==> src/hw/rtl/trrt_pkg.sv <==
// Shared types, codes and helper functions of the rename and reorder tracker.
// Used by every module of the block; no dependencies.
`timescale 1ns / 1ps

package trrt_pkg;

  // Fixed architectural sizes
  localparam int ARCH_REGS    = 32;
  localparam int REG_W        = 5;
  localparam int NUM_STATIONS = 6;
  localparam int REM_W        = 3;

  // Opcode and funct7 values used for classification
  localparam logic [6:0] OP_ALU_REG = 7'h33;
  localparam logic [6:0] F7_MULDIV  = 7'h01;
  localparam logic [6:0] OP_LOAD    = 7'h03;
  localparam logic [6:0] OP_STORE   = 7'h23;

  typedef enum logic [1:0] {
    ACT_ISSUE  = 2'd0,
    ACT_TICK   = 2'd1,
    ACT_BCAST  = 2'd2,
    ACT_COMMIT = 2'd3
  } action_t;

  typedef enum logic [1:0] {
    CLS_INT   = 2'd0,
    CLS_MUL   = 2'd1,
    CLS_LOAD  = 2'd2,
    CLS_STORE = 2'd3
  } cls_t;

  // Station pool: two integer, two multiply, one load, one store
  localparam cls_t STATION_CLASS [NUM_STATIONS] = '{
    CLS_INT, CLS_INT, CLS_MUL, CLS_MUL, CLS_LOAD, CLS_STORE
  };

  // Ring control for one beat
  typedef struct packed {
    logic issue;
    logic commit;
    logic rd_en;
  } ring_ctl_t;

  // Station control for one beat
  typedef struct packed {
    logic issue;
    logic tick;
    logic bcast;
    cls_t cls;
  } st_ctl_t;

  function automatic cls_t classify(input logic [6:0] op, input logic [6:0] f7);
    cls_t c;
    if (op == OP_ALU_REG && f7 == F7_MULDIV) c = CLS_MUL;
    else if (op == OP_LOAD)                  c = CLS_LOAD;
    else if (op == OP_STORE)                 c = CLS_STORE;
    else                                     c = CLS_INT;
    return c;
  endfunction

  function automatic logic [REM_W-1:0] latency_of(input cls_t c);
    logic [REM_W-1:0] l;
    case (c) inside
      CLS_MUL:              l = REM_W'(4);
      CLS_LOAD, CLS_STORE:  l = REM_W'(2);
      default:              l = REM_W'(1);
    endcase
    return l;
  endfunction

endpackage

==> src/hw/rtl/trrt_if.sv <==
// Valid/ready channel interfaces for input items and result items.
// Depends on nothing but the field widths of the tracker's items.
`timescale 1ns / 1ps

interface trrt_in_if;
  logic        valid;
  logic        ready;
  logic [1:0]  action;
  logic [6:0]  opcode;
  logic [6:0]  funct_seven;
  logic [4:0]  dst_reg;
  logic [4:0]  src_a;
  logic [4:0]  src_b;
  logic [31:0] instr_pc;

  modport source (output valid, action, opcode, funct_seven, dst_reg, src_a, src_b,
                  instr_pc, input ready);
  modport sink   (input valid, action, opcode, funct_seven, dst_reg, src_a, src_b,
                  instr_pc, output ready);
endinterface

interface trrt_out_if;
  logic        valid;
  logic        ready;
  logic        issued;
  logic        retire_valid;
  logic [4:0]  retire_reg;
  logic [31:0] retire_pc;

  modport source (output valid, issued, retire_valid, retire_reg, retire_pc, input ready);
  modport sink   (input valid, issued, retire_valid, retire_reg, retire_pc, output ready);
endinterface

==> src/hw/rtl/trrt_rename.sv <==
// Rename table: architectural register to newest in-flight ring slot.
// Depends on trrt_pkg.
`timescale 1ns / 1ps

module trrt_rename #(
  parameter int RING_DEPTH = 16
) (
  input  logic                                  clk,
  input  logic                                  rst_n,
  input  logic [trrt_pkg::REG_W-1:0]            src_a,
  input  logic [trrt_pkg::REG_W-1:0]            src_b,
  output logic                                  map_a_vld,
  output logic [$clog2(RING_DEPTH)-1:0]         map_a_tag,
  output logic                                  map_b_vld,
  output logic [$clog2(RING_DEPTH)-1:0]         map_b_tag,
  input  logic                                  wr_en,
  input  logic [trrt_pkg::REG_W-1:0]            wr_reg,
  input  logic [$clog2(RING_DEPTH)-1:0]         wr_tag,
  input  logic                                  clr_en,
  input  logic [$clog2(RING_DEPTH)-1:0]         clr_tag
);

  localparam int TW = $clog2(RING_DEPTH);

  logic [trrt_pkg::ARCH_REGS-1:0] vld_r;
  logic [TW-1:0]                  tag_r [trrt_pkg::ARCH_REGS];

  // Source lookups see the table before this beat's rename
  assign map_a_vld = vld_r[src_a];
  assign map_a_tag = tag_r[src_a];
  assign map_b_vld = vld_r[src_b];
  assign map_b_tag = tag_r[src_b];

  // Valid bits: set on rename, cleared when the named slot retires.
  // Only the retiring instruction's own register can still name its slot.
  always_ff @(posedge clk) begin
    if (!rst_n) begin
      vld_r <= '0;
    end else begin
      for (int r = 1; r < trrt_pkg::ARCH_REGS; r++) begin
        if (wr_en && wr_reg == trrt_pkg::REG_W'(r)) begin
          vld_r[r] <= 1'b1;
        end else if (clr_en && vld_r[r] && tag_r[r] == clr_tag) begin
          vld_r[r] <= 1'b0;
        end
      end
      vld_r[0] <= 1'b0;
    end
  end

  // Tag payload
  always_ff @(posedge clk) begin
    if (wr_en && wr_reg != '0) begin
      tag_r[wr_reg] <= wr_tag;
    end
  end

endmodule

==> src/hw/rtl/trrt_ring.sv <==
// Reorder ring: head/tail/count, per-slot ready bits and a pc/dest memory
// whose registered read port feeds the retire fields. Depends on trrt_pkg.
`timescale 1ns / 1ps

module trrt_ring #(
  parameter int RING_DEPTH = 16
) (
  input  logic                                  clk,
  input  logic                                  rst_n,
  input  trrt_pkg::ring_ctl_t                   ctl,
  input  logic [31:0]                           issue_pc,
  input  logic [trrt_pkg::REG_W-1:0]            issue_dest,
  input  logic [RING_DEPTH-1:0]                 set_ready,
  input  logic [$clog2(RING_DEPTH)-1:0]         query_a,
  input  logic [$clog2(RING_DEPTH)-1:0]         query_b,
  output logic                                  ready_a,
  output logic                                  ready_b,
  output logic [$clog2(RING_DEPTH)-1:0]         tail,
  output logic [$clog2(RING_DEPTH)-1:0]         head,
  output logic                                  full,
  output logic                                  commit_ok,
  output logic [31:0]                           head_pc_q,
  output logic [trrt_pkg::REG_W-1:0]            head_dest_q
);

  localparam int TW = $clog2(RING_DEPTH);
  localparam int CW = $clog2(RING_DEPTH + 1);

  logic [TW-1:0]             head_r, head_nxt;
  logic [TW-1:0]             tail_r, tail_nxt;
  logic [CW-1:0]             count_r, count_nxt;
  logic [RING_DEPTH-1:0]     ready_r, ready_nxt;

  logic [31:0]               pc_mem   [RING_DEPTH];
  logic [trrt_pkg::REG_W-1:0] dest_mem [RING_DEPTH];

  logic [31:0]                head_pc_r;
  logic [trrt_pkg::REG_W-1:0] head_dest_r;

  assign head      = head_r;
  assign tail      = tail_r;
  assign full      = (count_r == CW'(RING_DEPTH));
  assign commit_ok = (count_r != '0) && ready_r[head_r];

  // The tail slot is free and about to be reloaded, so it never counts as ready
  assign ready_a = ready_r[query_a] && (query_a != tail_r);
  assign ready_b = ready_r[query_b] && (query_b != tail_r);

  // Pointer and ready-bit update
  always_comb begin
    head_nxt  = head_r;
    tail_nxt  = tail_r;
    count_nxt = count_r;
    ready_nxt = ready_r | set_ready;
    if (ctl.issue) begin
      ready_nxt[tail_r] = 1'b0;
      tail_nxt  = (tail_r == TW'(RING_DEPTH - 1)) ? '0 : tail_r + TW'(1);
      count_nxt = count_r + CW'(1);
    end
    if (ctl.commit) begin
      ready_nxt[head_r] = 1'b0;
      head_nxt  = (head_r == TW'(RING_DEPTH - 1)) ? '0 : head_r + TW'(1);
      count_nxt = count_r - CW'(1);
    end
  end

  always_ff @(posedge clk) begin
    if (!rst_n) begin
      head_r  <= '0;
      tail_r  <= '0;
      count_r <= '0;
      ready_r <= '0;
    end else begin
      head_r  <= head_nxt;
      tail_r  <= tail_nxt;
      count_r <= count_nxt;
      ready_r <= ready_nxt;
    end
  end

  // pc/dest memory: written at the tail on issue, read at the head per beat
  always_ff @(posedge clk) begin
    if (ctl.issue) begin
      pc_mem[tail_r]   <= issue_pc;
      dest_mem[tail_r] <= issue_dest;
    end
  end

  always_ff @(posedge clk) begin
    if (ctl.rd_en) begin
      head_pc_r   <= pc_mem[head_r];
      head_dest_r <= dest_mem[head_r];
    end
  end

  assign head_pc_q   = head_pc_r;
  assign head_dest_q = head_dest_r;

endmodule

==> src/hw/rtl/trrt_stations.sv <==
// Six reservation stations: allocation, countdown and completion broadcast.
// Depends on trrt_pkg.
`timescale 1ns / 1ps

module trrt_stations #(
  parameter int RING_DEPTH = 16
) (
  input  logic                                  clk,
  input  logic                                  rst_n,
  input  trrt_pkg::st_ctl_t                     ctl,
  input  logic [$clog2(RING_DEPTH)-1:0]         issue_tag,
  input  logic                                  issue_wait_a,
  input  logic [$clog2(RING_DEPTH)-1:0]         issue_tag_a,
  input  logic                                  issue_wait_b,
  input  logic [$clog2(RING_DEPTH)-1:0]         issue_tag_b,
  output logic                                  avail,
  output logic [RING_DEPTH-1:0]                 set_ready
);

  localparam int TW = $clog2(RING_DEPTH);
  localparam int NS = trrt_pkg::NUM_STATIONS;

  logic [NS-1:0]              busy_r, wait_a_r, wait_b_r;
  logic [TW-1:0]              tag_a_r [NS];
  logic [TW-1:0]              tag_b_r [NS];
  logic [TW-1:0]              dtag_r  [NS];
  logic [trrt_pkg::REM_W-1:0] rem_r   [NS];

  logic [NS-1:0] pick;
  logic [NS-1:0] done;
  logic [NS-1:0] hit_a, hit_b;

  // First free station of the requested class
  always_comb begin
    logic found;
    found = 1'b0;
    pick  = '0;
    for (int i = 0; i < NS; i++) begin
      if (!found && !busy_r[i] && trrt_pkg::STATION_CLASS[i] == ctl.cls) begin
        pick[i] = 1'b1;
        found   = 1'b1;
      end
    end
  end
  assign avail = |pick;

  // Completion: finished stations mark their slots ready and wake waiters
  always_comb begin
    set_ready = '0;
    for (int i = 0; i < NS; i++) begin
      done[i] = ctl.bcast && busy_r[i] && rem_r[i] == '0;
      if (done[i]) set_ready[dtag_r[i]] = 1'b1;
    end
    for (int j = 0; j < NS; j++) begin
      hit_a[j] = 1'b0;
      hit_b[j] = 1'b0;
      for (int i = 0; i < NS; i++) begin
        if (done[i] && dtag_r[i] == tag_a_r[j]) hit_a[j] = 1'b1;
        if (done[i] && dtag_r[i] == tag_b_r[j]) hit_b[j] = 1'b1;
      end
    end
  end

  // Control state per station
  always_ff @(posedge clk) begin
    if (!rst_n) begin
      busy_r   <= '0;
      wait_a_r <= '0;
      wait_b_r <= '0;
      for (int i = 0; i < NS; i++) rem_r[i] <= '0;
    end else begin
      for (int i = 0; i < NS; i++) begin
        if (ctl.issue && pick[i]) begin
          busy_r[i]   <= 1'b1;
          wait_a_r[i] <= issue_wait_a;
          wait_b_r[i] <= issue_wait_b;
          rem_r[i]    <= trrt_pkg::latency_of(ctl.cls);
        end else if (done[i]) begin
          busy_r[i]   <= 1'b0;
          wait_a_r[i] <= 1'b0;
          wait_b_r[i] <= 1'b0;
          rem_r[i]    <= '0;
        end else begin
          if (busy_r[i] && hit_a[i]) wait_a_r[i] <= 1'b0;
          if (busy_r[i] && hit_b[i]) wait_b_r[i] <= 1'b0;
          if (ctl.tick && busy_r[i] && !wait_a_r[i] && !wait_b_r[i] && rem_r[i] != '0) begin
            rem_r[i] <= rem_r[i] - trrt_pkg::REM_W'(1);
          end
        end
      end
    end
  end

  // Tag payload
  always_ff @(posedge clk) begin
    for (int i = 0; i < NS; i++) begin
      if (ctl.issue && pick[i]) begin
        dtag_r[i]  <= issue_tag;
        tag_a_r[i] <= issue_tag_a;
        tag_b_r[i] <= issue_tag_b;
      end
    end
  end

endmodule

==> src/hw/rtl/tomasulo_rename_and_reorder_tracker_unit.sv <==
// Top level of the rename and reorder tracker: input register, action decode,
// result register. Depends on trrt_pkg, trrt_if, trrt_rename, trrt_ring, trrt_stations.
`timescale 1ns / 1ps

// Tag tracker for an out-of-order core: six reservation stations (two integer,
// two multiply, one load, one store), a reorder ring of RING_DEPTH slots and a
// 32-entry rename table. Each input beat carries one action (issue, execute
// tick, result broadcast, commit) and yields exactly one result beat. A beat
// is captured in the input register; during the following cycle its whole
// action is worked out, and at the next edge it is applied to the state and
// its result is loaded into the output register. One beat per cycle is
// sustained, with the output handshake as the only thing that holds the flow.
// No clearing pass is needed after reset.

module tomasulo_rename_and_reorder_tracker_unit #(
  parameter int RING_DEPTH = 16
) (
  input  logic       clk,
  input  logic       rst_n,
  trrt_in_if.sink    in_ch,
  trrt_out_if.source out_ch
);

  localparam int TW = $clog2(RING_DEPTH);

  // Input register
  logic                       in_vld_r;
  trrt_pkg::action_t          act_r;
  logic [6:0]                 opcode_r;
  logic [6:0]                 f7_r;
  logic [trrt_pkg::REG_W-1:0] dest_r;
  logic [trrt_pkg::REG_W-1:0] src_a_r;
  logic [trrt_pkg::REG_W-1:0] src_b_r;
  logic [31:0]                pc_r;

  // Result register
  logic out_vld_r;
  logic issued_r;
  logic retire_vld_r;

  logic adv;
  logic go_issue, go_tick, go_bcast, go_commit;
  logic issue_fire, commit_fire;
  trrt_pkg::cls_t cls;

  logic                  map_a_vld, map_b_vld;
  logic [TW-1:0]         map_a_tag, map_b_tag;
  logic                  rdy_a, rdy_b;
  logic [TW-1:0]         tail, head;
  logic                  full, commit_ok, st_avail;
  logic [RING_DEPTH-1:0] set_ready;
  logic [31:0]           head_pc_q;
  logic [trrt_pkg::REG_W-1:0] head_dest_q;
  logic                  wait_a, wait_b;

  trrt_pkg::ring_ctl_t ring_ctl;
  trrt_pkg::st_ctl_t   st_ctl;

  // Handshake: the held beat moves on when the result register is free
  assign adv         = in_vld_r && (!out_vld_r || out_ch.ready);
  assign in_ch.ready = !in_vld_r || adv;

  always_ff @(posedge clk) begin
    if (!rst_n) begin
      in_vld_r <= 1'b0;
    end else if (in_ch.valid && in_ch.ready) begin
      in_vld_r <= 1'b1;
    end else if (adv) begin
      in_vld_r <= 1'b0;
    end
  end

  always_ff @(posedge clk) begin
    if (in_ch.valid && in_ch.ready) begin
      act_r    <= trrt_pkg::action_t'(in_ch.action);
      opcode_r <= in_ch.opcode;
      f7_r     <= in_ch.funct_seven;
      dest_r   <= in_ch.dst_reg;
      src_a_r  <= in_ch.src_a;
      src_b_r  <= in_ch.src_b;
      pc_r     <= in_ch.instr_pc;
    end
  end

  // Action decode
  always_comb begin
    go_issue  = 1'b0;
    go_tick   = 1'b0;
    go_bcast  = 1'b0;
    go_commit = 1'b0;
    unique case (act_r)
      trrt_pkg::ACT_ISSUE:  go_issue  = adv;
      trrt_pkg::ACT_TICK:   go_tick   = adv;
      trrt_pkg::ACT_BCAST:  go_bcast  = adv;
      trrt_pkg::ACT_COMMIT: go_commit = adv;
      default: ;
    endcase
  end

  assign cls         = trrt_pkg::classify(opcode_r, f7_r);
  assign issue_fire  = go_issue && st_avail && !full;
  assign commit_fire = go_commit && commit_ok;

  // A source waits only while its renamed slot has not produced a result
  assign wait_a = (src_a_r != '0) && map_a_vld && !rdy_a;
  assign wait_b = (src_b_r != '0) && map_b_vld && !rdy_b;

  assign ring_ctl = '{issue: issue_fire, commit: commit_fire, rd_en: adv};
  assign st_ctl   = '{issue: issue_fire, tick: go_tick, bcast: go_bcast, cls: cls};

  trrt_rename #(.RING_DEPTH(RING_DEPTH)) u_rename (
    .clk       (clk),
    .rst_n     (rst_n),
    .src_a     (src_a_r),
    .src_b     (src_b_r),
    .map_a_vld (map_a_vld),
    .map_a_tag (map_a_tag),
    .map_b_vld (map_b_vld),
    .map_b_tag (map_b_tag),
    .wr_en     (issue_fire),
    .wr_reg    (dest_r),
    .wr_tag    (tail),
    .clr_en    (commit_fire),
    .clr_tag   (head)
  );

  trrt_ring #(.RING_DEPTH(RING_DEPTH)) u_ring (
    .clk         (clk),
    .rst_n       (rst_n),
    .ctl         (ring_ctl),
    .issue_pc    (pc_r),
    .issue_dest  (dest_r),
    .set_ready   (set_ready),
    .query_a     (map_a_tag),
    .query_b     (map_b_tag),
    .ready_a     (rdy_a),
    .ready_b     (rdy_b),
    .tail        (tail),
    .head        (head),
    .full        (full),
    .commit_ok   (commit_ok),
    .head_pc_q   (head_pc_q),
    .head_dest_q (head_dest_q)
  );

  trrt_stations #(.RING_DEPTH(RING_DEPTH)) u_stations (
    .clk          (clk),
    .rst_n        (rst_n),
    .ctl          (st_ctl),
    .issue_tag    (tail),
    .issue_wait_a (wait_a),
    .issue_tag_a  (map_a_tag),
    .issue_wait_b (wait_b),
    .issue_tag_b  (map_b_tag),
    .avail        (st_avail),
    .set_ready    (set_ready)
  );

  // Result register; retire pc/dest come from the ring's registered read port
  always_ff @(posedge clk) begin
    if (!rst_n) begin
      out_vld_r <= 1'b0;
    end else if (adv) begin
      out_vld_r <= 1'b1;
    end else if (out_ch.ready) begin
      out_vld_r <= 1'b0;
    end
  end

  always_ff @(posedge clk) begin
    if (adv) begin
      issued_r     <= issue_fire;
      retire_vld_r <= commit_fire;
    end
  end

  assign out_ch.valid        = out_vld_r;
  assign out_ch.issued       = issued_r;
  assign out_ch.retire_valid = retire_vld_r;
  assign out_ch.retire_reg   = retire_vld_r ? head_dest_q : '0;
  assign out_ch.retire_pc    = retire_vld_r ? head_pc_q : 32'd0;

endmodule
==> src/flat_wrapper.sv <==
// flat-port wrapper written by rule: the top's interface ports become plain ports
module tomasulo_rename_and_reorder_tracker_unit_flat 
#(
  parameter int RING_DEPTH = 16
)
  (clk, rst_n, in_ch_valid, in_ch_action, in_ch_opcode, in_ch_funct_seven, in_ch_dst_reg, in_ch_src_a, in_ch_src_b, in_ch_instr_pc, in_ch_ready, out_ch_valid, out_ch_issued, out_ch_retire_valid, out_ch_retire_reg, out_ch_retire_pc, out_ch_ready);
  trrt_in_if in_ch_i ();
  trrt_out_if out_ch_i ();
  input  logic clk;
  input  logic rst_n;
  input wire logic [$bits(in_ch_i.valid)-1:0] in_ch_valid;
  input wire logic [$bits(in_ch_i.action)-1:0] in_ch_action;
  input wire logic [$bits(in_ch_i.opcode)-1:0] in_ch_opcode;
  input wire logic [$bits(in_ch_i.funct_seven)-1:0] in_ch_funct_seven;
  input wire logic [$bits(in_ch_i.dst_reg)-1:0] in_ch_dst_reg;
  input wire logic [$bits(in_ch_i.src_a)-1:0] in_ch_src_a;
  input wire logic [$bits(in_ch_i.src_b)-1:0] in_ch_src_b;
  input wire logic [$bits(in_ch_i.instr_pc)-1:0] in_ch_instr_pc;
  output wire logic [$bits(in_ch_i.ready)-1:0] in_ch_ready;
  output wire logic [$bits(out_ch_i.valid)-1:0] out_ch_valid;
  output wire logic [$bits(out_ch_i.issued)-1:0] out_ch_issued;
  output wire logic [$bits(out_ch_i.retire_valid)-1:0] out_ch_retire_valid;
  output wire logic [$bits(out_ch_i.retire_reg)-1:0] out_ch_retire_reg;
  output wire logic [$bits(out_ch_i.retire_pc)-1:0] out_ch_retire_pc;
  input wire logic [$bits(out_ch_i.ready)-1:0] out_ch_ready;
  assign in_ch_i.valid = in_ch_valid;
  assign in_ch_i.action = in_ch_action;
  assign in_ch_i.opcode = in_ch_opcode;
  assign in_ch_i.funct_seven = in_ch_funct_seven;
  assign in_ch_i.dst_reg = in_ch_dst_reg;
  assign in_ch_i.src_a = in_ch_src_a;
  assign in_ch_i.src_b = in_ch_src_b;
  assign in_ch_i.instr_pc = in_ch_instr_pc;
  assign in_ch_ready = in_ch_i.ready;
  assign out_ch_valid = out_ch_i.valid;
  assign out_ch_issued = out_ch_i.issued;
  assign out_ch_retire_valid = out_ch_i.retire_valid;
  assign out_ch_retire_reg = out_ch_i.retire_reg;
  assign out_ch_retire_pc = out_ch_i.retire_pc;
  assign out_ch_i.ready = out_ch_ready;
  tomasulo_rename_and_reorder_tracker_unit #(.RING_DEPTH(RING_DEPTH)) u_core (.clk(clk), .rst_n(rst_n), .in_ch(in_ch_i), .out_ch(out_ch_i));
endmodule
==> config.mk <==
export PLATFORM = sky130hd
export DESIGN_NAME = tomasulo_rename_and_reorder_tracker_unit_flat
export DESIGN_NICKNAME = d
export VERILOG_FILES = /design/src/hw/rtl/trrt_pkg.sv /design/src/hw/rtl/trrt_if.sv /design/src/hw/rtl/trrt_rename.sv /design/src/hw/rtl/trrt_ring.sv /design/src/hw/rtl/trrt_stations.sv /design/src/hw/rtl/tomasulo_rename_and_reorder_tracker_unit.sv /design/src/flat_wrapper.sv
export SDC_FILE = /design/constraint.sdc
export NUM_CORES = 1
export LEC_CHECK = 0
export ABC_AREA = 0
export CAP_MARGIN = 0
export CELL_PAD_IN_SITES_DETAIL_PLACEMENT = 1
export CELL_PAD_IN_SITES_GLOBAL_PLACEMENT = 2
export CORE_AREA = 4 4 294 296
export CTS_BUF_LIST = sky130_fd_sc_hd__clkbuf_4
export DETAILED_ROUTE_END_ITERATION = 8
export DIE_AREA = 0 0 298 300
export DONT_BUFFER_PORTS = 1
export PLACE_DENSITY_LB_ADDON = 0.1
export SLEW_MARGIN = 20
export SYNTH_ARGS = -nofsm -noshare
export SYNTH_HDL_FRONTEND = slang
export SYNTH_HIERARCHICAL = 1
export SYNTH_SLANG_ARGS = --single-unit
==> constraint.sdc <==
create_clock -name clk -period 12.88 [get_ports clk]
set_input_delay 2.576 -clock clk [delete_from_list [all_inputs] [get_ports clk]]
set_output_delay 2.576 -clock clk [all_outputs]
set_load 0.01 [all_outputs]
## Word-level counts from Yosys, hierarchy flattened

Memory sizes are Yosys's and may differ from the RTL's. A register that Yosys moved wholly into a read port is not among the register bits.
Index checks and enable logic that the tools add are counted.

| operators by class | value |
|---|---|
| $add $sub $neg | 10 |
| magnitude comparators | 20 |
| eq/ne operators | 152 |
| mux-type cells | 405 |
| bitwise operators | 28 |
| reduce and logical (&&, ||, !) cells | 369 |

Operators by type and width:

| kind | number |
|---|---|
| $eq 4x4->1 | 103 |
| $mux 1 | 311 |
| $logic_and 1x1->1 | 252 |
| $mux 3 | 46 |
| $mux 16 | 8 |
| $or 16x16->16 | 6 |
| $eq 5x5->1 const B | 17 |
| $reduce_bool 2->1 | 40 |
| $mux 4 | 17 |
| $reduce_or 4->1 | 15 |
| $reduce_bool 3->1 | 18 |
| $lt 4x5->1 const B | 10 |
| $eq 5x4->1 const B | 8 |
| $and 16x16->16 | 2 |
| $demux 1 s4 | 8 |
| $ge 4x1->1 const B | 8 |
| $mux 32 | 1 |
| $not 16->16 | 2 |
| $logic_not 1->1 | 28 |
| $mux 5 | 5 |
| $eq 5x3->1 const B | 4 |
| $reduce_bool 5->1 | 4 |
| $logic_not 3->1 | 6 |
| $or 1x1->1 | 18 |
| 23 further kinds | 47 |

| word-level totals | value |
|---|---|
| bits in registers | 146 |
| bits in writable memories | 810 |
| bits of input ports | 67 |
| output and inout bits | 41 |
| word-level logic and storage cells | 1056 |
| memories kept | 7 |

Memory list:

| memory | depth | width | rd ports | clocked after memory_dff | write ports | line | text |
|---|---|---|---|---|---|---|---|
| u_core.u_ring.pc_mem | 16 | 32 | 1 | 1 | 1 | trrt_ring.sv:34 | `logic [31:0] pc_mem [RING_DEPTH];` |
| u_core.u_rename.tag_r | 32 | 4 | 33 | 2 | 1 | trrt_rename.sv:26 | `logic [TW-1:0] tag_r [trrt_pkg::ARCH_REGS];` |
| u_core.u_ring.dest_mem | 16 | 5 | 1 | 1 | 1 | trrt_ring.sv:35 | `logic [trrt_pkg::REG_W-1:0] dest_mem [RING_DEPTH];` |
| u_core.u_stations.dtag_r | 6 | 4 | 6 | 0 | 1 | trrt_stations.sv:26 | `logic [TW-1:0] dtag_r [NS];` |
| u_core.u_stations.tag_a_r | 6 | 4 | 6 | 0 | 1 | trrt_stations.sv:24 | `logic [TW-1:0] tag_a_r [NS];` |
| u_core.u_stations.tag_b_r | 6 | 4 | 6 | 0 | 1 | trrt_stations.sv:25 | `logic [TW-1:0] tag_b_r [NS];` |
| +1 memories | -- | -- | -- | -- | -- | -- |  |

## Depth between registers and ports, before layout

| logic depth | value |
|---|---|
| word-level depth | 39 |
| depth in mapped cells | 15 |
| depth with buffers taken out | 12 |

## Modules after synthesis

The synthesis kept the hierarchy.

By module, submodules not included:

| module | instances | cells each | area an instance (µm²) | seq. area each (µm²) |
|---|---|---|---|---|
| trrt_ring | 1 | 1164 | 25152.9 | 19468.7 |
| trrt_rename | 1 | 672 | 9057.4 | 4464.3 |
| trrt_stations | 1 | 873 | 8346.8 | 3062.9 |
| tomasulo_rename_and_reorder_tracker_unit | 1 | 137 | 2401.1 | 1991.9 |

## Worst setup path after synthesis

Ideal clock, no wire load.

| timing | value |
|---|---|
| path type | input-to-reg |
| from | input out_ch_ready |
| to | memory u_core/u_ring/dest_mem[0][0] in the netlist's numbering (enable) |
| library setup time | 399 ps |
| arrival | 5090 ps |
| required time | 12481 ps |
| setup slack | 7392 ps |
| stages on the path | 6 |
| path buffers | 1 |
| path through | nand2b_1 -> nand2_1 -> nor3_1 -> clkbuf_1 -> nor3b_1 -> and2_1 |

| on the way | value |
|---|---|
| longest elaborated chain between the ends | 7 |

Ends and longest elaborated chain:

| item | line | text |
|---|---|---|
| start, declared | flat_wrapper.sv:25 | `input wire logic [$bits(out_ch_i.ready)-1:0] out_ch_ready;` |
| $logic_or 1x1->1 | tomasulo_rename_and_reorder_tracker_unit.sv:60 | `assign adv = in_vld_r && (!out_vld_r \|\| out_ch.ready);` |
| $logic_and 1x1->1 | tomasulo_rename_and_reorder_tracker_unit.sv:60 |  |
| $mux 1 | tomasulo_rename_and_reorder_tracker_unit.sv:91 | `unique case (act_r)` |
| $logic_and 1x1->1 (2 in a row) | tomasulo_rename_and_reorder_tracker_unit.sv:101 | `assign issue_fire = go_issue && st_avail && !full;` |
| named net u_core.issue_fire | tomasulo_rename_and_reorder_tracker_unit.sv:43 | `logic issue_fire, commit_fire;` |
| $mux 1 | trrt_ring.sv:83 | `if (ctl.issue) begin` |
| $mux 1 (implied by the code) | trrt_ring.sv:85 | `dest_mem[tail_r] <= issue_dest;` |
| end, declared | trrt_ring.sv:35 |  |

The timed path passes the listed nets, and every way through them passes these cells.

## Worst setup path in the final report

| timing | value |
|---|---|
| from | input out_ch_ready |
| to | output in_ch_ready |

| on the way | value |
|---|---|
| longest elaborated chain between the ends | 3 |

Ends and longest elaborated chain:

| item | line | text |
|---|---|---|
| $logic_or 1x1->1 | tomasulo_rename_and_reorder_tracker_unit.sv:60 |  |
| $logic_and 1x1->1 | tomasulo_rename_and_reorder_tracker_unit.sv:60 |  |
| $logic_or 1x1->1 | tomasulo_rename_and_reorder_tracker_unit.sv:61 | `assign in_ch.ready = !in_vld_r \|\| adv;` |
| end, declared | flat_wrapper.sv:19 | `output wire logic [$bits(in_ch_i.ready)-1:0] in_ch_ready;` |

Every way passes these cells.

==> summary.md <==
| Metric | Value |
|---|---|
| Complex-gate fraction of the synthesized area | `5.494%` |
| Post-synthesis mux area share | `11.96%` |
| Crit path time final | `5.512 ns` |
| Initial DRT Pass Iterations | `5` |
| Initial antenna violation count | `5` |
| Setup Buffers After CTS | `0` |
| Largest net degree at the start of global routing | `72` |
| Post-synthesis xor/xnor area fraction | `7.500%` |
| Chip width | `298 um` |
| Power Total | `0.006482 W` |
| EDFF count, synth | `912` |
| Ys async rst share | `0%` |
| Fillers | `7691` |
| GRT overflow | `0` |
| Drc violations | `0` |
| Fmax achieved | `181.4 MHz` |
| Status | `completed` |
| H-tree depth | `5` |
| Antenna Nets Post-Route | `0` |
| Clk sinks | `992` |
| First-pass GRT wire length | `193.1 mm` |
| Crit end category | `output pin` |
| DP Area | `45910 um^2` |
| Post-synth cell types | `76` |
| Slew HR | `22.70%` |
| Worst R2R End | `u_core/u_stations/wait_b_r[3]` |
| Worst r2r src | `u_core/src_b_r[1]` |
| Register Area | `29000 um^2` |
| Fin. max-slew vios | `0` |
| DR WL/cell | `30.73 um` |
| Setup violators final | `0` |
| Detailed Place HPWL | `75.24 mm` |
| Most used flip-flop cell after synthesis | `edfxtp_1` |
| Initial DRC count | `2471` |
| GPL Wtd Cong | `0.8820` |
| Instance count on the critical path | `2` |
| Max Fanout on Critical Path | `3` |
| CP peak stage delay | `0.20 ns` |
| CP Data Arrival Time | `2.94 ns` |
| CP top delay family | `simple AND/OR/NAND/NOR gates` |
| Dpl ws | `7.282 ns` |
| Highest-count cells in the layout ignoring fill and taps | `edfxtp_1, clkbuf_4, xnor2_1, mux4_2, xor2_1` |
| Starting density of the core | `53.81%` |
| Clk root buf | `clkbuf_4` |
| Sequential area share after synthesis | `64.48%` |
| Die span in y | `300 um` |
| Crit path kind | `in -> out` |
| Flop2flop setup slack | `8.16 ns` |
| CTS max path bufs | `4` |
| Clock transition at path regs | `0.07 ns` |
| Skew final | `0.09642 ns` |
| Cells along the critical path | `nor2b_1 -> nand2_1` |
| Seq cells post-synth | `992` |
| I/O Buffers | `0` |
| Row cnt | `106` |
| CTS tree | `built` |
| Final WL | `130.3 mm` |
| Commonest non-fill, non-tap cell in the layout | `edfxtp_1` |
| Power per cell area | `131.5 nW/um^2` |
| TNS Setup | `0 ns` |
| CTS Buf Count | `278` |
| WP buf/inv | `0` |
| Period utilization | `42.80%` |
| RSZ-0062 raised after global routing | `false` |
| Critical path required time | `10.30 ns` |
| Multi-input logic area | `14720 um^2` |
| Netlist Area Pre-Place | `44960 um^2` |
| Via count | `27247` |
| Largest family of logic cells by synthesized area | `multiplexers` |
| Max cap viols | `0` |
| GR Util All Layers | `29.26%` |
| Finished Cell Area | `49290 um^2` |
| Slowest-stage cell, CP | `nor2b_1` |
| Adder-Cell Fraction of Synth Area | `0.6846%` |
| Layout Nets | `3067` |
| Synth Area in Simple Gates | `6.707%` |
| Vias in the first global route | `29507` |
| Max VDD drop | `0.1072 mV` |
| Synth warn | `6` |
| Share of layout cells above drive strength 1 | `24.58%` |
| Slack of the critical path | `7.368 ns` |
| Via/cell ratio | `6.425` |
| Cell count of the worst reg-to-reg path | `11` |
| Post-CTS Resized | `0` |
| Critical path destination | `in_ch_ready` |
| Total Die Area | `89400 um^2` |
| Static leakage | `15.45 nW` |
| CP startpoint kind | `input pin` |
| Area grow syn2layout | `9.626%` |
| Mean area per synthesized cell | `15.80 um^2` |
| Clock Latency Late Sink | `1.14 ns` |
| Worst slew pin tran | `1.154 ns` |
| # hold bufs at CTS | `0` |
| Synthesized instance count | `2846` |
| Worst setup startpoint | `out_ch_ready` |
| Final Hold Vio Count | `0` |
| Hold Crit Class | `reg -> reg` |
| Core region area | `83560 um^2` |
| Io pins | `108` |
[logic make-up (layout without fill, tap and decap cells)]
| kind of cell | after synthesis | in the layout |
|---|---|---|
| AO/OA/AOI/OAI | 351 | 351 |
| XOR/XNOR | 385 | 385 |
| adder cells (fa/ha/maj) | 24 | 24 |
| buffers and inverters | 302 | 606 |
| flip-flops | 992 | 992 |
| multiplexers | 250 | 250 |
| other | 1 | 12 |
| AND/OR/NAND/NOR | 541 | 541 |
[metrics by stage]
stage	cells	hold WS, ns	utilization, %
4_1_cts	4230	0.5201	58.92
6_report	4241	0.5277	58.99
3_3_place_gp	3773	0.4884	54.94
2_1_floorplan	2849	0.4736	-
3_5_place_dp	3773	0.5086	54.94
5_1_grt	4241	0.5488	58.99
[cell type report]
type	instances	area share, %
diodes	8	0.04062
clock buffers	389	5.925
clock inverters	68	0.8149
inverters	70	0.5357
multi-input cells	1555	29.87
flip-flops and latches	992	58.84
well taps	1080	2.742
repair buffers	79	1.231
[how the worst min path moves through the flow]
| stage | cells after the start | slack [ns] | end | startpoint |
|---|---|---|---|---|
| 6_report | 2 | 0.53 | u_core/u_ring/count_r[1] | u_core/u_ring/count_r[1] |
| 4_1_cts | 1 | 0.52 | u_core/out_ch.valid | u_core/in_vld_r |
| 3_3_place_gp | 2 | 0.49 | u_core/u_ring/count_r[1] | u_core/u_ring/count_r[1] |
| 2_1_floorplan | 2 | 0.47 | u_core/u_ring/count_r[1] | u_core/u_ring/count_r[1] |
| 3_5_place_dp | 2 | 0.51 | u_core/u_ring/count_r[1] | u_core/u_ring/count_r[1] |
| 5_1_grt | 1 | 0.55 | u_core/out_ch.valid | u_core/in_vld_r |
[cell usage after synthesis (all sizes together), types with 24 or more instances]
master,count,share of area (%)
a31oi,36,0.50
o21ai,27,0.30
edfxtp,912,61
nand3,35,0.39
xor2,106,2.1
nor2,79,0.66
and2,62,0.86
nand2,103,0.86
a21oi,24,0.27
inv,68,0.57
xnor2,279,5.4
buf,125,1.7
dfxtp,80,3.6
nor3,62,0.73
mux4,229,11
o22ai,62,0.86
nand4,74,1.0
clkbuf,107,0.89
a22oi,84,1.4
o21a,33,0.55
[registers in the layout (all words and copies together), names as in the netlist, 7 cells and up]
name / cells
u_core/u_stations/rem_r: 18
u_core/pc_r: 32
u_core/u_ring/head_pc_q: 32
u_core/u_stations/dtag_r: 24
u_core/u_rename/tag_r: 128
u_core/f7_r: 7
u_core/opcode_r: 7
u_core/u_stations/tag_a_r: 24
u_core/u_ring/dest_mem: 80
u_core/u_stations/tag_b_r: 24
u_core/u_ring/pc_mem: 512
u_core/u_rename/vld_r: 31
u_core/u_ring/ready_r: 16
[worst reg2reg max path: cells and delay by family (launching register included)]
kind | cells | cell delay [ns]
AOI/OAI and AO/OA | 4 | 0.92
buffers and inverters | 2 | 0.91
DFF | 1 | 0.35
muxes | 3 | 1.42
and+or+nand+nor | 2 | 1.06
[power breakdown]
group	internal, W	total, W	switching [W]
sequential	0.00353	0.00358	0.0000430
combinational	0.0000467	0.000136	0.0000895
clock	0.00149	0.00277	0.00128
[routing by layer]
layer / part of all wire, % / wire [um] / vias up / global-route usage [%]
li1: - / - / 11460 / -
met1: 40 / 51930 / 14336 / 37.83
met2: 51 / 66200 / 1157 / 49.97
met3: 6.0 / 7860 / 290 / 4.975
met4: 3.3 / 4317 / 4 / 11.44
met5: 0.020 / 26 / - / 0
Note: power is estimated with default switching activity, not from simulation.
